$ cat src/rtl/core/dhel_pkg.sv
// Package for the directional hysteresis edge link unit.
// Holds frame limits, derived widths, codes, command/status structs and helpers.
// No dependencies.
package dhel_pkg;

  localparam int MAX_WIDTH  = 256;
  localparam int MAX_HEIGHT = 256;
  localparam int SLOTS      = MAX_WIDTH * MAX_HEIGHT;
  localparam int COL_W      = $clog2(MAX_WIDTH);
  localparam int ROW_W      = $clog2(MAX_HEIGHT);
  localparam int ADDR_W     = $clog2(SLOTS);
  localparam int CNT_W      = ADDR_W + 1;
  localparam int UW_W       = $clog2(MAX_WIDTH + 1);
  localparam int UH_W       = $clog2(MAX_HEIGHT + 1);
  localparam int QENT_W     = ROW_W + COL_W;

  localparam int MAG_W = 8;
  localparam int DIR_W = 2;
  localparam int THR_W = 8;
  localparam int DIM_W = 9;

  // Operation codes of an input word.
  localparam logic OP_LOAD = 1'b0;
  localparam logic OP_READ = 1'b1;

  // Register indexes of the configuration port.
  localparam logic [1:0] REG_LOW    = 2'd0;
  localparam logic [1:0] REG_HIGH   = 2'd1;
  localparam logic [1:0] REG_WIDTH  = 2'd2;
  localparam logic [1:0] REG_HEIGHT = 2'd3;

  // Direction codes.
  localparam logic [1:0] DIR_0   = 2'd0;
  localparam logic [1:0] DIR_45  = 2'd1;
  localparam logic [1:0] DIR_90  = 2'd2;
  localparam logic [1:0] DIR_135 = 2'd3;

  typedef struct packed {
    logic [THR_W-1:0] low_threshold;
    logic [THR_W-1:0] high_threshold;
    logic [DIM_W-1:0] frame_width;
    logic [DIM_W-1:0] frame_height;
  } cfg_t;

  typedef enum logic [3:0] {
    ST_CLEAR,
    ST_IDLE,
    ST_RD_WAIT,
    ST_SEED_RD,
    ST_SEED_WR,
    ST_POP,
    ST_POP_WAIT,
    ST_DIR_WAIT,
    ST_NB,
    ST_NB_WAIT
  } state_t;

  typedef struct packed {
    logic load;
    logic rd_issue;
    logic out_load;
    logic sweep_start;
    logic sweep_clr;
    logic sweep_rd;
    logic sweep_wr;
    logic pop;
    logic cur_load;
    logic dir_load;
    logic nb_issue;
    logic nb_wr;
    logic k_inc;
  } cmd_t;

  typedef struct packed {
    logic load_last;
    logic sweep_last;
    logic queue_empty;
    logic in_frame;
    logic k_last;
    logic out_free;
  } sts_t;

  typedef struct packed {
    logic signed [1:0] dc;
    logic signed [1:0] dr;
  } step_t;

  // Neighbor offset for a direction code and neighbor number.
  function automatic step_t dir_step(input logic [1:0] code, input logic k);
    step_t s;
    case (code)
      DIR_0: begin
        s.dc = 2'sd0;
        s.dr = k ? 2'sd1 : -2'sd1;
      end
      DIR_45: begin
        s.dc = k ? 2'sd1 : -2'sd1;
        s.dr = k ? -2'sd1 : 2'sd1;
      end
      DIR_90: begin
        s.dc = k ? 2'sd1 : -2'sd1;
        s.dr = 2'sd0;
      end
      default: begin
        s.dc = k ? 2'sd1 : -2'sd1;
        s.dr = k ? 2'sd1 : -2'sd1;
      end
    endcase
    return s;
  endfunction

endpackage

$ cat src/rtl/core/dhel_ctrl.sv
// Controller of the edge link unit: sequences load, read, clear, seed and link.
// Depends on dhel_pkg.
module dhel_ctrl
  import dhel_pkg::*;
(
  input  logic clk,
  input  logic rst,
  input  logic in_valid,
  input  logic in_op,
  output logic in_ready,
  input  sts_t sts,
  output cmd_t cmd
);

  state_t state, state_next;

  always_ff @(posedge clk) begin
    if (rst) begin
      state <= ST_CLEAR;
    end else begin
      state <= state_next;
    end
  end

  // Next state.
  always_comb begin
    state_next = state;
    case (state)
      ST_CLEAR:    if (sts.sweep_last) state_next = ST_IDLE;
      ST_IDLE: begin
        if (in_valid) begin
          if (in_op == OP_READ) begin
            state_next = ST_RD_WAIT;
          end else if (sts.load_last) begin
            state_next = ST_SEED_RD;
          end
        end
      end
      ST_RD_WAIT:  if (sts.out_free) state_next = ST_IDLE;
      ST_SEED_RD:  state_next = ST_SEED_WR;
      ST_SEED_WR:  state_next = sts.sweep_last ? ST_POP : ST_SEED_RD;
      ST_POP:      state_next = sts.queue_empty ? ST_IDLE : ST_POP_WAIT;
      ST_POP_WAIT: state_next = ST_DIR_WAIT;
      ST_DIR_WAIT: state_next = ST_NB;
      ST_NB: begin
        if (sts.in_frame) begin
          state_next = ST_NB_WAIT;
        end else if (sts.k_last) begin
          state_next = ST_POP;
        end
      end
      ST_NB_WAIT:  state_next = sts.k_last ? ST_POP : ST_NB;
      default:     state_next = ST_CLEAR;
    endcase
  end

  // Commands to the datapath.
  always_comb begin
    cmd      = '0;
    in_ready = 1'b0;
    case (state)
      ST_CLEAR:    cmd.sweep_clr = 1'b1;
      ST_IDLE: begin
        in_ready = 1'b1;
        if (in_valid) begin
          if (in_op == OP_READ) begin
            cmd.rd_issue = 1'b1;
          end else begin
            cmd.load        = 1'b1;
            cmd.sweep_start = sts.load_last;
          end
        end
      end
      ST_RD_WAIT:  cmd.out_load = sts.out_free;
      ST_SEED_RD:  cmd.sweep_rd = 1'b1;
      ST_SEED_WR:  cmd.sweep_wr = 1'b1;
      ST_POP:      cmd.pop = !sts.queue_empty;
      ST_POP_WAIT: cmd.cur_load = 1'b1;
      ST_DIR_WAIT: cmd.dir_load = 1'b1;
      ST_NB: begin
        cmd.nb_issue = sts.in_frame;
        cmd.k_inc    = !sts.in_frame && !sts.k_last;
      end
      ST_NB_WAIT: begin
        cmd.nb_wr = 1'b1;
        cmd.k_inc = !sts.k_last;
      end
      default:     ;
    endcase
  end

endmodule

$ cat config.mk
export PLATFORM = sky130hd
export DESIGN_NAME = dhel_ctrl
export DESIGN_NICKNAME = d
export VERILOG_FILES = /design/src/rtl/core/dhel_pkg.sv /design/src/rtl/core/dhel_ctrl.sv
export SDC_FILE = /design/constraint.sdc
export NUM_CORES = 1
export LEC_CHECK = 0
export ABC_AREA = 0
export BUFFER_PORTS_ARGS = -buffer_cell sky130_fd_sc_hd__buf_2
export CAP_MARGIN = 20
export CORE_AREA = 5 5 42 44
export CTS_BUF_LIST = sky130_fd_sc_hd__clkbuf_16
export CTS_CLUSTER_DIAMETER = 30
export DETAILED_ROUTE_END_ITERATION = 8
export DIE_AREA = 0 0 47 49
export PLACE_DENSITY = 0.63
export RECOVER_POWER = 50
export SLEW_MARGIN = 20
export SYNTH_ARGS = -nofsm -noshare
export SYNTH_HDL_FRONTEND = slang
export SYNTH_SLANG_ARGS = --single-unit
export TNS_END_PERCENT = 50
$ cat constraint.sdc
create_clock -name clk -period 1.5 [get_ports clk]
set_input_delay 0 -clock clk [delete_from_list [all_inputs] [get_ports clk]]
set_output_delay 0 -clock clk [all_outputs]
set_load 0.01 [all_outputs]
==> qor.yml, run 1 <==
fin_hold_ws_ps: 151
regArea_um2: 86.3
cts_buffer_depth: 2
die-area_um2: 2300
synth-main-ff-cell: "dfxtp_1"
vias_per_cell: 5.53
clock_skew_ps: 2.89
crit_start: "state[2]"
n_antenna_cell: 0
path_max_fanout: 6
min_period_ps: 1450
crit_end: "state[2]"
rsz0062_at_grt: "true"
totalWireLength_mm: 1.50
largest_register_ff_count: 4
setup_viol: 0
post-route-util_pct: 51.2
grt_max_degree: 9
synth_top_area_share_pct: 18.9
crit_arrival_ps: 1590
ir_drop_mv: 0.555
start_kind: "flop"
h-tree-depth: 1
clkLatencyLatePin_ps: 220
cts_buffers: 3
tns_ps: 0
seq_area_frac_synth_pct: 18.9
top_register: "state"
cp-end-kind: "flop"
io_buffers: 23
track_usage_pct: 14.1
route.vias.total: 608
num-nets-final: 106
synth-async-reset-ratio_pct: 0
clock_sink_count: 4
avgRoutedWirePerCell_um: 13.6
path_clk_slew_ps: 30
ant_nets: 0
maxCapViolations: 0
max_freq_mhz: 690
dr.pass1.iters: 4
reg2reg_depth: 4
synthTopCellsByArea: "dfxtp_1 (19%), nor4_1 (7.4%), nor3_1 (7.1%), nor2_1 (7.1%), o21ai_0 (4.7%)"
place_congestion: 0.799
ioPinCount: 24
hp-class: "in -> reg"
synth.most_common_cell: "nor2_1"
slew_violations: 0
cts_tree: "built"
multi_input_area_um2: 334
hpwl_mm: 1.12
synth-seq-cells: 4
reg2reg_to: "state[2]"
syn_nets: 72
ys.warnings.count: 0
drt_iter0_markers: 7
drcViolationCount: 0
synth_commonest_cells: "nor2_1 (8), nor3_1 (6), nor4_1 (5)"
grt_pass1_vias: 580
syn_area_per_cell_um2: 6.84
fill_cells: 142
worstReg2RegStart: "state[2]"
leakage_nw: 0.358
whs_path_depth: 4
power.density_nw_per_um2: 1040
grt_pass1_wl_mm: 2.39
antenna_found_initial: 0
p_total_mw: 0.744
cts-root-buf: "clkbuf_16"
syn_to_final_growth_pct: 69.0
tightest_slew_ps: 354
grt_overflow_total: 0
yosys.cell_types.count: 30
die_w_um: 47
drive_gt1_share_pct: 45.7
core-area_um2: 1400
rrSetupSlack_ps: 50
netlist.top_cell.by_area: "dfxtp_1"
synth_edf_count: 0
worstPathRequired_ps: 1640
critPathKind: "reg -> reg"
min_period_over_period_pct: 96.6
syn_inst: 62
max_slew_margin_pct: 76.2
top_regs: "state (4)"
finalHoldViolations: 0
netlist_area_um2: 424
die_y_um: 49
status: "finished, final reports clean"
initial_core_util_pct: 30.3
fp-row-count: 14
## stage by stage
step / std cells / worst slack [ps] / instance area [um^2]
6_report: 110 / 50.8 / 717
5_1_grt: 110 / -2.94 / 717
4_1_cts: 110 / 6.86 / 711
3_5_place_dp: 105 / 52.2 / 594
3_3_place_gp: 105 / 98.5 / 594
2_1_floorplan: 62 / 82.9 / 424
## how the worst min path moves through the flow
stage,from,to,slack [ps]
finish,sts[5],state[0],150
global route,sts[5],state[0],170
CTS,sts[5],state[0],160
detailed placement,rst,state[3],220
global placement,rst,state[3],220
floorplan,in_op,cmd[12],50
## worst max-delay path: stages, from the launching register on
cell     delay (ps)
dfxtp_2         380
nor3_1           90
o22a_1          200
or4_4           530
nor3_2          170
## metal layers
layer / vias to the layer above / track usage [%] / share of wire, %
li1: 295 / - / -
met1: 280 / 17.1 / 42
met2: 31 / 21.0 / 49
met3: 2 / 5.90 / 9.1
met4: 0 / 6.45 / 0.33
met5: - / 0 / 0
## placed cells by master (no fill, tap or decap), drive strengths merged
master        n
buf          29
nor2          8
nor3          7
clkbuf        6
nor4          5
o21ai         4
dfxtp         4
inv           3
nor2b         3
nand2b        3
nand2         3
a21oi         2
or2b          1
or2           1
and3          1
o211a         1
nor3b         1
o22a          1
a2bb2oi       1
a31o          1
a211o         1
nand3b        1
a21o          1
or4           1
a31oi         1
a211oi        1
o31ai         1
o21a          1
dlygate4sd3   1
## report_power, final
part           switching (mW)  internal, mW  leakage, nW  total [mW]
Sequential             0.0133         0.117       0.0341       0.130
Clock                  0.0702         0.340       0.0370       0.410
Combinational           0.105        0.0987        0.287       0.203
Total                   0.188         0.556        0.358       0.744
## cells by family after synthesis
group,after synthesis,share of synthesized area [%]
simple gates,35,46.3
flops,4,18.9
buf+inv,7,8.55
compound gates,16,26.3
## repair_timing
item,in CTS,in global routing
gates resized for setup,5,5
buffers inserted,1,0
hold buffers,1,0
setup endpoints to repair,1,5
hold endpoints to repair,1,0
pin swaps,2,1
## cell type report
class | count | area share (%)
clock buffer | 3 | 10.5
tap | 16 | 2.79
inverter | 3 | 1.57
sequential | 4 | 12.0
multi-input combinational | 51 | 46.6
timing repair buffer | 33 | 26.5
(Power assumes the default switching activity.)
==> inputs of run 2 (changes only) <==
- clock period: 1.5 -> 1.3 ns (I/O delays scaled with it)
==> run 2 against run 1 <==
Compared with the run above: the flow now finishes with violations (setup timing); clock skew barely moved; final area rose by 28%; clock-buffer cell count did not move; register-to-register slack got worse by 150 ps; critical path depth did not move; cell count rose by 9.1%; power rose by 32%; combinational power rose by 70%; non-clock buffer count rose by 10; clock power rose by 18%; highest routed layer unchanged.
==> qor.yml, run 2 (synthesized netlist as in run 1, its figures left out) <==
drive_gt1_share_pct: 65.4  # +20 points
power_frac_comb_pct: 35.4  # +8.1 points
regArea_um2: 92.6  # +7.2%
place_congestion: 0.863  # +8.1%
route.vias.total: 667  # +9.7%
min_period_over_period_pct: 107  # +11 points
finalHoldViolations: 0  # unchanged
design_area_um2: 921  # +28%
max_slew_margin_pct: 67.7  # -8.5 points
grt_pass1_vias: 625  # +7.8%
initial_core_util_pct: 30.3  # unchanged
layout_common_cells: "buf_2 (21), buf_4 (13), nor2_1 (6)"
clkLatencyLatePin_ps: 230  # about the same
syn_to_final_growth_pct: 117
totalWireLength_mm: 1.88  # +25%
power_frac_seq_pct: 15.1  # -2.4 points
fin_hold_ws_ps: 194  # +42.5 ps
power.density_nw_per_um2: 1060  # +2.5%
ioPinCount: 24  # unchanged
core-area_um2: 1400  # unchanged
cp-end-kind: "flop"
setup_viol: 11  # +11
grt_pass1_wl_mm: 2.73  # +14%
cts_tree: "built"
cts_buffer_depth: 2  # unchanged
place_area_um2: 648  # +9.1%
start_kind: "flop"
cts-root-buf: "clkbuf_16"
final_common_cell: "buf_2"
post-route-util_pct: 65.7  # +15 points
p_sw_mw: 0.272  # +44%
crit_end: "state[0]"
dr.pass1.iters: 4  # unchanged
io_buffers: 23  # unchanged
drt_iter0_markers: 14  # +7
path_clk_slew_ps: 30  # about the same
rsz0062_at_grt: "true"
worstReg2RegStart: "state[0]"
worstPathRequired_ps: 1430  # -210 ps
reg2reg_to: "state[0]"
top_register: "state"
cts_buffers: 3  # unchanged
ant_nets: 0  # unchanged
violations: "setup timing"
critPathKind: "reg -> reg"
maxCapViolations: 0  # unchanged
path_max_fanout: 4  # -2
avgRoutedWirePerCell_um: 15.6  # +15%
antenna_found_initial: 0  # unchanged
crit_start: "state[0]"
grt_max_degree: 10  # +1
multi_input_area_um2: 414  # +24%
grt_overflow_total: 0  # unchanged
reg2reg_depth: 4  # unchanged
finalWorstSetupSlack_ps: -96.1  # -147 ps
tightest_slew_ps: 480  # +126 ps
top_regs: "state (4)"
min_period_ps: 1400  # -53.1 ps
rrSetupSlack_ps: -100  # -150 ps
max_freq_mhz: 716  # +3.8%
hp-class: "in -> reg"
largest_register_ff_count: 4  # unchanged
track_usage_pct: 16.1  # +2.0 points
drcViolationCount: 0  # unchanged
ir_drop_mv: 0.982  # +77%
leakage_nw: 0.448  # +25%
die_y_um: 49  # unchanged
clock_sink_count: 4  # unchanged
p_int_mw: 0.708  # +27%
slew_violations: 0  # unchanged
dpl.cell_count: 111  # +5.7%
status: "complete, but fails checks"
fin_cells: 120  # +9.1%
vias_per_cell: 5.56  # +0.56%
hpwl_mm: 1.09  # -2.5%
num-nets-final: 116  # +9.4%
fill_cells: 117  # -18%
fp-row-count: 14  # unchanged
crit_arrival_ps: 1530  # -60 ps
p_total_mw: 0.980  # +32%
n_antenna_cell: 0  # unchanged
h-tree-depth: 1  # unchanged
clock_skew_ps: 3.00  # +0.111 ps
swShare_pct: 27.7  # +2.4 points
die_w_um: 47  # unchanged
pwr-share-clk_pct: 49.5  # -5.6 points
die-area_um2: 2300  # unchanged
run 2: changes by cell type in the layout (fill, tap and decap cells not counted), moves of 2 or more:
cell,delta
nand2b_1,-2
buf_4,+6
nor4_1,-2
nor4_4,+2
nor2_1,-2
nor3_1,-4
nor3_2,+4
buf_6,+4
dfxtp_4,+2
clkbuf_1,-2
run 2: final cells by class:
type	instances	area share, %
clock buffer	3	8.15
inverter	3	1.22
multi-input combinational	51	45.0
sequential	4	10.1
tap	16	2.17
timing repair buffer	43	33.4
run 2: routing by layer:
metal	GRT usage, %	vias up	wire [um]
met2	25.8	21	980
met3	3.69	11	59
li1	-	313	-
met4	10.6	0	106
met5	0	-	0
met1	18.0	322	730
run 2: repair_timing:
item,4_1_cts,5_1_grt
resized for setup,21,11
hold buffers,1,0
pin swaps,6,4
buffers inserted,4,1
hold endpoints to repair,1,0
setup endpoints to repair,14,14
run 2: power by group through the flow:
stage | clock network (mW) | logic [mW] | registers (mW)
2_1_floorplan | 0 | 0.131 | 0.144
3_5_place_dp | 0 | 0.238 | 0.146
6_report | 0.485 | 0.346 | 0.148
3_3_place_gp | 0 | 0.236 | 0.146
5_1_grt | 0.496 | 0.368 | 0.149
4_1_cts | 0.491 | 0.300 | 0.150
run 2: worst min path at each step:
stage                     endpoint   start  slack, ps  cells past startpoint
after detailed placement  state[3]     rst        210                      2
final                     state[3]  sts[1]        190                      4
after CTS                 state[3]  sts[1]        160                      4
after global routing      state[3]  sts[1]        230                      4
after global placement    state[3]     rst        210                      2
after floorplan            cmd[12]   in_op         50                      1
run 2: critical path: stages, from the launching register on:
cell and delay (ps):
dfxtp_4 370, nor3_2 50, o22a_1 170, or4_4 530, a31oi_1 180
run 2: metrics by stage:
stage | worst slack, ps | TNS (ps)
after detailed placement | -137 | -320
final | -96.1 | -619
after CTS | -137 | -517
after floorplan | -51.3 | -159
after global placement | -110 | -243
after global routing | -133 | -1170
