### config.mk
export PLATFORM = sky130hd
export DESIGN_NAME = dhel_cfg
export DESIGN_NICKNAME = d
export VERILOG_FILES = /design/src/rtl/core/dhel_pkg.sv /design/src/rtl/core/dhel_cfg.sv
export SDC_FILE = /design/constraint.sdc
export NUM_CORES = 1
export LEC_CHECK = 0
export BUFFER_PORTS_ARGS = -buffer_cell sky130_fd_sc_hd__buf_2
export CAP_MARGIN = 20
export CORE_UTILIZATION = 43
export CTS_CLUSTER_DIAMETER = 100
export DETAILED_ROUTE_END_ITERATION = 12
export PLACE_DENSITY_LB_ADDON = 0.2
export SYNTH_ARGS = -nofsm -noshare
export SYNTH_HDL_FRONTEND = slang
export SYNTH_SLANG_ARGS = --single-unit
### constraint.sdc
create_clock -name clk -period 2.4 [get_ports clk]
set_input_delay 0.72 -clock clk [delete_from_list [all_inputs] [get_ports clk]]
set_output_delay 0.72 -clock clk [all_outputs]
set_load 0.02 [all_outputs]
### src/rtl/core/dhel_pkg.sv
// Package for the directional hysteresis edge link unit.
// Holds frame limits, derived widths, codes, command/status structs and helpers.
// No dependencies.
package dhel_pkg;

  localparam int MAX_WIDTH  = 256;
  localparam int MAX_HEIGHT = 256;
  localparam int SLOTS      = MAX_WIDTH * MAX_HEIGHT;
  localparam int COL_W      = $clog2(MAX_WIDTH);
  localparam int ROW_W      = $clog2(MAX_HEIGHT);
  localparam int ADDR_W     = $clog2(SLOTS);
  localparam int CNT_W      = ADDR_W + 1;
  localparam int UW_W       = $clog2(MAX_WIDTH + 1);
  localparam int UH_W       = $clog2(MAX_HEIGHT + 1);
  localparam int QENT_W     = ROW_W + COL_W;

  localparam int MAG_W = 8;
  localparam int DIR_W = 2;
  localparam int THR_W = 8;
  localparam int DIM_W = 9;

  // Operation codes of an input word.
  localparam logic OP_LOAD = 1'b0;
  localparam logic OP_READ = 1'b1;

  // Register indexes of the configuration port.
  localparam logic [1:0] REG_LOW    = 2'd0;
  localparam logic [1:0] REG_HIGH   = 2'd1;
  localparam logic [1:0] REG_WIDTH  = 2'd2;
  localparam logic [1:0] REG_HEIGHT = 2'd3;

  // Direction codes.
  localparam logic [1:0] DIR_0   = 2'd0;
  localparam logic [1:0] DIR_45  = 2'd1;
  localparam logic [1:0] DIR_90  = 2'd2;
  localparam logic [1:0] DIR_135 = 2'd3;

  typedef struct packed {
    logic [THR_W-1:0] low_threshold;
    logic [THR_W-1:0] high_threshold;
    logic [DIM_W-1:0] frame_width;
    logic [DIM_W-1:0] frame_height;
  } cfg_t;

  typedef enum logic [3:0] {
    ST_CLEAR,
    ST_IDLE,
    ST_RD_WAIT,
    ST_SEED_RD,
    ST_SEED_WR,
    ST_POP,
    ST_POP_WAIT,
    ST_DIR_WAIT,
    ST_NB,
    ST_NB_WAIT
  } state_t;

  typedef struct packed {
    logic load;
    logic rd_issue;
    logic out_load;
    logic sweep_start;
    logic sweep_clr;
    logic sweep_rd;
    logic sweep_wr;
    logic pop;
    logic cur_load;
    logic dir_load;
    logic nb_issue;
    logic nb_wr;
    logic k_inc;
  } cmd_t;

  typedef struct packed {
    logic load_last;
    logic sweep_last;
    logic queue_empty;
    logic in_frame;
    logic k_last;
    logic out_free;
  } sts_t;

  typedef struct packed {
    logic signed [1:0] dc;
    logic signed [1:0] dr;
  } step_t;

  // Neighbor offset for a direction code and neighbor number.
  function automatic step_t dir_step(input logic [1:0] code, input logic k);
    step_t s;
    case (code)
      DIR_0: begin
        s.dc = 2'sd0;
        s.dr = k ? 2'sd1 : -2'sd1;
      end
      DIR_45: begin
        s.dc = k ? 2'sd1 : -2'sd1;
        s.dr = k ? -2'sd1 : 2'sd1;
      end
      DIR_90: begin
        s.dc = k ? 2'sd1 : -2'sd1;
        s.dr = 2'sd0;
      end
      default: begin
        s.dc = k ? 2'sd1 : -2'sd1;
        s.dr = k ? 2'sd1 : -2'sd1;
      end
    endcase
    return s;
  endfunction

endpackage

### src/rtl/core/dhel_cfg.sv
// APB configuration registers of the edge link unit.
// Depends on dhel_pkg.
module dhel_cfg
  import dhel_pkg::*;
(
  input  logic        clk,
  input  logic        rst,
  input  logic        psel,
  input  logic        penable,
  input  logic        pwrite,
  input  logic [3:0]  paddr,
  input  logic [31:0] pwdata,
  output logic [31:0] prdata,
  output logic        pready,
  output cfg_t        cfg
);

  logic       wr_en;
  logic [1:0] idx;

  assign pready = 1'b1;
  assign wr_en  = psel && penable && pwrite;
  assign idx    = paddr[3:2];

  // Register writes in the access phase.
  always_ff @(posedge clk) begin
    if (rst) begin
      cfg.low_threshold  <= THR_W'(50);
      cfg.high_threshold <= THR_W'(150);
      cfg.frame_width    <= DIM_W'(256);
      cfg.frame_height   <= DIM_W'(256);
    end else if (wr_en) begin
      case (idx)
        REG_LOW:    cfg.low_threshold  <= pwdata[THR_W-1:0];
        REG_HIGH:   cfg.high_threshold <= pwdata[THR_W-1:0];
        REG_WIDTH:  cfg.frame_width    <= pwdata[DIM_W-1:0];
        REG_HEIGHT: cfg.frame_height   <= pwdata[DIM_W-1:0];
        default:    ;
      endcase
    end
  end

  // Read back.
  always_comb begin
    case (idx)
      REG_LOW:    prdata = 32'(cfg.low_threshold);
      REG_HIGH:   prdata = 32'(cfg.high_threshold);
      REG_WIDTH:  prdata = 32'(cfg.frame_width);
      REG_HEIGHT: prdata = 32'(cfg.frame_height);
      default:    prdata = 32'd0;
    endcase
  end

endmodule

==> flow_metrics.py, run 1 <==
metrics = {
    "yosys": {
        "async_reset_ff_share_pct": 0,
        "syn-cell-area_um2": 1770,
        "ys_ff_latch": 34,
        "avgSynthCellArea_um2": 10.4,
        "dominantRegCellSynth": "dfxtp_1",
        "yosys.cell_types.count": 18,
        "synth_top_cell_by_area": "dfxtp_1",
        "ys_top_cells_by_area": "dfxtp_1, mux2i_1, nand2b_1, buf_4, mux4_2",
        "synth_edf_count": 0,
        "syn_inst": 171,
        "synth_top_area_share_pct": 38.4,
        "yosysSeqAreaShare_pct": 38.4,
        "yosys_warnings": 0,
    },
    "sta": {
        "fin_crit_sh_pct": 95.6,
        "fmax_mhz": 436,
        "setup_viol": 0,
        "worst_pin_slew_ns": 0.631,
        "hold_viol": 0,
        "finalClockSkew_ns": 0,
        "slew_headroom_pct": 58.0,
        "rsz0062_at_grt": "no",
        "maxSlewViolCount": 0,
        "final.min_clock_period_ns": 2.29,
        "setup_tns_ns": 0,
    },
    "routing": {
        "num_vias": 1303,
        "via_per_inst": 4.74,
        "drt_iter0_markers": 50,
        "wire_per_inst_um": 13.1,
        "wirelength_mm": 3.60,
        "drt_first_pass_iters": 4,
        "ant_nets": 0,
        "route.detailed.drc": 0,
    },
    "setup_path": {
        "ff2ff_setup_slack_ns": 1.76,
        "cp.arrival_ns": 1.57,
        "critPathKind": "primary input to output pin",
        "slowest_delay_ns": 0.36,
        "cp-start-kind": "primary input",
        "crit_path_cell_trace": "buf_2 -> mux4_2 -> buf_2",
        "worstSetupEndpointType": "output pin",
        "worst_ep_required_time_ns": 1.68,
        "cp_common_cell": "buf_2",
        "critPathSlowestCell": "mux4_2",
        "crit_fanout": 13,
    },
    "power_and_ir_drop": {
        "power.leakage_uw": 0.00103,
        "power_uw": 1120,
        "powerDensity_nw_per_um2": 537,
        "vdd_drop_max_v": 0.000283,
    },
    "place": {
        "port_buffers": 58,
        "routabilityCongestion": 0.718,
        "dp_hpwl_mm": 2.47,
        "dp_cells": 268,
    },
    "clocking": {
        "cts_resized": 1,
        "htreeDepth": 2,
        "hold_buffers": 0,
        "cts_sinks": 34,
        "cts_tree": "built",
        "clkLatencyLatePin_ns": 0.28,
        "cts_setup_buffers": 0,
        "cts_inserted_buffers": 5,
        "clkSlewWorstSetupHoldPaths_ns": 0.06,
        "root_buffer": "clkbuf_8",
        "clock_path_buffers": 2,
    },
    "floorplan": {
        "die_w_um": 66.2,
        "dieHeight_um": 66.2,
        "die_area_um2": 4380,
        "io_pins": 108,
        "core_area_um2": 3800,
        "initial_utilization_pct": 46.6,
        "num_rows": 22,
    },
    "global_routing": {
        "grt.total_usage_pct": 17.8,
        "overflow": 0,
        "antenna_found_initial": 0,
        "grt_pass1_wl_mm": 5.69,
        "grt_max_degree": 47,
        "first_global_vias": 1200,
    },
    "worst_hold_path": {
        "worstHoldPathType": "flop to flop",
    },
    "cells_and_area": {
        "reg_top3": "cfg: 34 flops",
        "num_antenna_cells": 0,
        "num-nets-final": 268,
        "largest_register_ffs": 34,
        "regMostFlops": "cfg",
        "instances_no_fill": 275,
        "area_delta_synth_final_pct": 17.8,
        "drive_above_1_share_pct": 33.5,
    },
    "status": {
        "outcome": "finished, final reports clean",
    },
    "run": {
        "max-cap-violations": 0,
    },
}
[area by class of cell]
class                      instances  area (um2)
clock buffer                       7        76.3
fill                             359        1710
sequential                        34         681
multi-input combinational        124         946
timing repair buffer              61         319
inverter                           1        3.75
tap                               48        60.1
[cell usage after synthesis, drive strengths merged, types with 2 or more instances]
cell / instances
dfxtp: 34
or3: 2
buf: 28
nor2: 16
mux4: 8
nand2b: 33
conb: 2
nor3: 2
clkbuf: 6
mux2i: 35
[routing by layer]
metal / vias up / GRT usage [%] / wire, um
met1: 613 / 23.5 / 1730
li1: 633 / - / -
met4: 0 / 9.31 / 44
met3: 4 / 4.83 / 221
met5: - / 0 / 0
met2: 53 / 26.3 / 1610
[final timing paths]
check,startpoint,end,cells past startpoint
max,paddr[2],prdata[3],3
min,cfg[10],cfg[10],2
min reg2reg,cfg[10],cfg[10],2
max reg2reg,cfg[27],cfg[27],2
[report_power, final]
part	leakage (uW)	switching (uW)	internal (uW)
Clock	0.0000383	189	199
Combinational	0.000715	101	54.2
Sequential	0.000275	5.23	572
[placed cells by master, fill, tap and decap left out, types with 2 or more instances in the layout]
cell,count
buf_2,57
mux2i_1,35
dfxtp_1,34
nand2b_1,33
conb_1,24
nor2_1,15
mux4_2,8
clkbuf_8,5
buf_4,3
or3_1,2
clkbuf_1,2
[worst max-delay path, delay by kind of cell]
family                 cells  cell delay (ns)
muxes                      1             0.36
buffers and inverters      2             0.49
[stage by stage]
stage | setup WS [ns] | util (%) | hold slack, ns | area, um2
floorplan | 0.114 | - | 0.555 | 1850
global placement | -0.0992 | 52.7 | 0.475 | 2000
detailed placement | -0.0989 | 52.7 | 0.476 | 2000
CTS | 0.0319 | 54.8 | 0.490 | 2080
global route | 0.0726 | 54.9 | 0.510 | 2090
finish | 0.105 | 54.9 | 0.484 | 2090
[logic make-up after synthesis]
group | after synthesis | share of synthesized area [%]
other | 2 | 0.424
buffers and inverters | 35 | 12.8
muxes | 43 | 30.0
and+or+nand+nor | 57 | 18.4
DFF | 34 | 38.4
Power figures use the tool's default switching activity.
==> run 2: changes to the inputs <==
- CORE_UTILIZATION: 43 -> 46
- clock period: 2.4 -> 2.7 ns (I/O delays scaled with it)
==> flow_metrics.py, run 2 (same netlist as run 1, synthesis figures left out) <==
metrics = {
    "sta": {
        "setup_tns_ns": 0,
        "hold_viol": 0,
        "slew_headroom_pct": 55.9,
        "finalClockSkew_ns": 0,
        "fmax_mhz": 386,
        "rsz0062_at_grt": "no",
        "worst_pin_slew_ns": 0.661,
        "fin_crit_sh_pct": 95.8,
        "holdWs_ns": 0.488,
        "final.min_clock_period_ns": 2.59,
        "worst_slack_ns": 0.113,
        "maxSlewViolCount": 0,
        "setup_viol": 0,
    },
    "cells_and_area": {
        "reg_top3": "cfg: 34 flops",
        "layout_common_cells": "buf_2, mux2i_1, dfxtp_1",
        "largest_register_ffs": 34,
        "instances_no_fill": 274,
        "fill_cells": 351,
        "area_delta_synth_final_pct": 17.6,
        "design_area_um2": 2080,
        "final_common_cell": "buf_2",
        "num_antenna_cells": 0,
        "drive_above_1_share_pct": 33.6,
        "regMostFlops": "cfg",
        "num-nets-final": 266,
    },
    "setup_path": {
        "cp-start-kind": "primary input",
        "regToRegStartpoint": "cfg[30]",
        "reg2reg_to": "cfg[30]",
        "critPathKind": "primary input to output pin",
        "worst_ep_required_time_ns": 1.89,
        "crit_fanout": 10,
        "ff2ff_path_depth": 2,
        "ff2ff_setup_slack_ns": 2.02,
        "worstSetupEndpointType": "output pin",
        "cp.arrival_ns": 1.78,
        "endpoint": "prdata[0]",
        "crit_path_start": "paddr[3]",
    },
    "clocking": {
        "clock_path_buffers": 2,
        "cts_tree": "built",
        "clkSlewWorstSetupHoldPaths_ns": 0.07,
        "cts_inserted_buffers": 5,
        "htreeDepth": 2,
        "cts_sinks": 34,
        "root_buffer": "clkbuf_8",
        "clkLatencyLatePin_ns": 0.28,
    },
    "routing": {
        "wirelength_mm": 3.52,
        "via_per_inst": 4.76,
        "wire_per_inst_um": 12.9,
        "route.detailed.drc": 0,
        "num_vias": 1303,
        "drt_iter0_markers": 47,
        "ant_nets": 0,
        "drt_first_pass_iters": 4,
    },
    "floorplan": {
        "core_area_um2": 3690,
        "num_rows": 22,
        "initial_utilization_pct": 48.0,
        "io_pins": 108,
        "die_w_um": 64.0,
        "dieHeight_um": 64.0,
        "die_area_um2": 4100,
    },
    "status": {
        "outcome": "finished, final reports clean",
    },
    "global_routing": {
        "first_global_vias": 1162,
        "antenna_found_initial": 0,
        "grt.total_usage_pct": 18.4,
        "grt_max_degree": 49,
        "overflow": 0,
        "grt_pass1_wl_mm": 5.56,
    },
    "worst_hold_path": {
        "worstHoldPathType": "flop to flop",
        "min_path_cells": 2,
    },
    "place": {
        "dp_cells": 266,
        "place_ws_ns": 0.00745,
        "port_buffers": 58,
        "routabilityCongestion": 0.662,
        "place_area_um2": 1990,
        "dp_hpwl_mm": 2.39,
    },
    "power_and_ir_drop": {
        "powerDensity_nw_per_um2": 497,
        "vdd_drop_max_v": 0.000249,
        "power.leakage_uw": 0.00103,
    },
    "run": {
        "max-cap-violations": 0,
    },
}
run 2: layout make-up:
| type | instances | area (um2) | share of cell area, % |
|---|---|---|---|
| timing repair buffer | 59 | 300 | 14.4 |
| sequential | 34 | 681 | 32.7 |
| clock inverter | 1 | 5.00 | 0.240 |
| multi-input combinational | 124 | 946 | 45.4 |
| clock buffer | 7 | 86.3 | 4.15 |
| inverter | 1 | 3.75 | 0.180 |
| tap | 48 | 60.1 | 2.88 |
run 2: worst min-delay path by stage:
stage | from | end | slack [ns]
4_1_cts | cfg[12] | cfg[12] | 0.49
3_3_place_gp | cfg[1] | cfg[1] | 0.48
6_report | cfg[11] | cfg[11] | 0.49
2_1_floorplan | cfg[10] | cfg[10] | 0.56
3_5_place_dp | cfg[12] | cfg[12] | 0.47
5_1_grt | cfg[23] | cfg[23] | 0.51
run 2: worst max-delay path: stages:
cell and delay (ns):
clkbuf_4 0.25, mux4_2 0.54, buf_2 0.17
run 2: report_power, final:
| part | internal, uW | total, uW | switching, uW |
|---|---|---|---|
| Sequential | 508 | 513 | 4.67 |
| Combinational | 46.2 | 135 | 89.2 |
| Clock | 206 | 387 | 182 |
run 2: through the flow:
stage / power (uW) / utilization (%)
final: 1040 / 56.4
after global routing: 1080 / 56.4
after CTS: 1050 / 56.4
after detailed placement: 659 / 53.9
after global placement: 658 / 53.9
after floorplan: 650 / -
run 2: what timing repair did:
item                       CTS  global route
gates resized for setup      0             1
setup endpoints to repair    0             6
setup buffers                0             0
hold buffers                 0             0
run 2: routing by layer:
layer | GRT usage (%) | part of all wire (%) | up-vias | wire length [um]
li1 | - | - | 629 | -
met2 | 28.2 | 44 | 52 | 1560
met3 | 6.61 | 6.3 | 7 | 223
met5 | 0 | 0 | - | 0
met4 | 6.82 | 1.5 | 0 | 52
met1 | 23.5 | 48 | 615 | 1690
==> run 3: changes to the inputs <==
- PLACE_DENSITY: not set -> 0.93
- PLACE_DENSITY_LB_ADDON: 0.2 -> not set
==> flow_metrics.py, run 3 (same netlist as run 1, synthesis figures left out) <==
metrics = {
    "status": {
        "outcome": "finished, final reports clean",
    },
    "cells_and_area": {
        "multi_input_area_um2": 946,
        "area_delta_synth_final_pct": 16.7,
        "instances_no_fill": 273,
        "fill_cells": 353,
        "layout_common_cells": "buf_2, mux2i_1, dfxtp_1",
        "regMostFlops": "cfg",
        "num-nets-final": 266,
        "num_antenna_cells": 0,
        "final_common_cell": "buf_2",
        "largest_register_ffs": 34,
        "register_area_um2": 681,
        "design_area_um2": 2070,
        "reg_top3": "cfg: 34 flops",
        "utilization_pct": 56.0,
        "drive_above_1_share_pct": 32.9,
    },
    "clocking": {
        "clkSlewWorstSetupHoldPaths_ns": 0.06,
        "clock_path_buffers": 2,
        "htreeDepth": 2,
        "root_buffer": "clkbuf_8",
        "cts_tree": "built",
        "cts_sinks": 34,
        "clkLatencyLatePin_ns": 0.27,
        "hold_buffers": 0,
        "cts_inserted_buffers": 5,
    },
    "floorplan": {
        "dieHeight_um": 64.0,
        "num_rows": 22,
        "core_area_um2": 3690,
        "io_pins": 108,
        "die_w_um": 64.0,
        "initial_utilization_pct": 48.0,
        "die_area_um2": 4100,
    },
    "power_and_ir_drop": {
        "comb_power_share_pct": 13.7,
        "power.leakage_uw": 0.00102,
        "p_int_uw": 732,
        "power_frac_clock_pct": 34.1,
        "seqPwrFrac_pct": 52.2,
        "power_uw": 983,
        "power_switching_uw": 251,
        "swShare_pct": 25.6,
        "vdd_drop_max_v": 0.000288,
        "powerDensity_nw_per_um2": 476,
    },
    "routing": {
        "drt_first_pass_iters": 4,
        "wirelength_mm": 3.42,
        "route.detailed.drc": 0,
        "ant_nets": 0,
        "num_vias": 1314,
        "drt_iter0_markers": 47,
        "wire_per_inst_um": 12.5,
        "via_per_inst": 4.81,
    },
    "sta": {
        "setup_viol": 0,
        "worst_slack_ns": 0.145,
        "fmax_mhz": 391,
        "slew_headroom_pct": 58.4,
        "final.min_clock_period_ns": 2.55,
        "maxSlewViolCount": 0,
        "fin_crit_sh_pct": 94.6,
        "hold_viol": 0,
        "finalClockSkew_ns": 0,
        "worst_pin_slew_ns": 0.624,
        "rsz0062_at_grt": "no",
    },
    "setup_path": {
        "reg2reg_to": "cfg[31]",
        "cp.arrival_ns": 1.74,
        "worstSetupEndpointType": "output pin",
        "cp-start-kind": "primary input",
        "regToRegStartpoint": "cfg[31]",
        "ff2ff_path_depth": 2,
        "critPathKind": "primary input to output pin",
        "ff2ff_setup_slack_ns": 2.04,
        "crit_fanout": 12,
        "worst_ep_required_time_ns": 1.89,
    },
    "worst_hold_path": {
        "hold_end": "cfg[15]",
        "worstHoldPathType": "flop to flop",
        "min_path_cells": 2,
        "hold_start": "cfg[15]",
    },
    "global_routing": {
        "antenna_found_initial": 0,
        "grt_pass1_wl_mm": 5.46,
        "grt_max_degree": 49,
        "grt.total_usage_pct": 17.7,
        "overflow": 0,
        "first_global_vias": 1186,
    },
    "place": {
        "routabilityCongestion": 0.669,
        "place_ws_ns": -0.0212,
        "dp_hpwl_mm": 2.48,
        "port_buffers": 58,
        "place_area_um2": 1990,
        "dp_cells": 266,
    },
    "run": {
        "max-cap-violations": 0,
    },
}
## run 3: cell types whose count changed in the layout (fill, tap and decap cells not counted)
| cell | delta |
|---|---|
| buf_4 | +1 |
| clkbuf_1 | +1 |
| clkbuf_4 | -1 |
| clkbuf_8 | -1 |
| clkinv_2 | -1 |
## run 3: repair_timing
item	CTS	global route
gates resized for setup	1	0
buffers inserted	0	0
setup endpoints to repair	8	0
## run 3: final cells by class
type / instances / share of cell area (%)
Multi-Input combinational cell: 124 / 45.8
Tap cell: 48 / 2.91
Clock buffer: 7 / 3.69
Inverter: 1 / 0.182
Sequential cell: 34 / 32.9
Timing Repair Buffer: 59 / 14.5
## run 3: per-layer routing
layer	global-route usage [%]	wire, um	part of all wire [%]
met1	22.5	1520	45
met2	29.1	1680	49
met3	4.11	169	4.9
met4	6.82	46	1.3
met5	0	0	0
## run 3: how the worst max path moves through the flow
stage              from        end  slack [ns]  depth (start not counted)
2_1_floorplan  paddr[3]  prdata[0]        0.23                          2
3_3_place_gp   paddr[3]  prdata[0]      -0.004                          3
3_5_place_dp   paddr[3]  prdata[0]       -0.02                          3
4_1_cts        paddr[3]  prdata[0]        0.12                          3
5_1_grt        paddr[3]  prdata[6]         0.1                          3
6_report       paddr[3]  prdata[0]        0.15                          3
## run 3: per-stage QoR
| step | hold WS, ns | TNS [ns] |
|---|---|---|
| after global placement | 0.470 | -0.00393 |
| after CTS | 0.489 | 0 |
| after floorplan | 0.555 | 0 |
| final | 0.479 | 0 |
| after detailed placement | 0.478 | -0.0745 |
| after global routing | 0.509 | 0 |
## run 3: critical path, stage by stage
cell,delay [ns]
buf_4,0.23
mux4_2,0.53
buf_2,0.17
## run 3: power by group through the flow
| stage | clock, uW | sequential (uW) | combinational [uW] |
|---|---|---|---|
| 3_5_place_dp | 0 | 524 | 135 |
| 6_report | 336 | 513 | 135 |
| 5_1_grt | 375 | 513 | 145 |
| 4_1_cts | 344 | 513 | 136 |
| 3_3_place_gp | 0 | 524 | 133 |
| 2_1_floorplan | 0 | 532 | 119 |
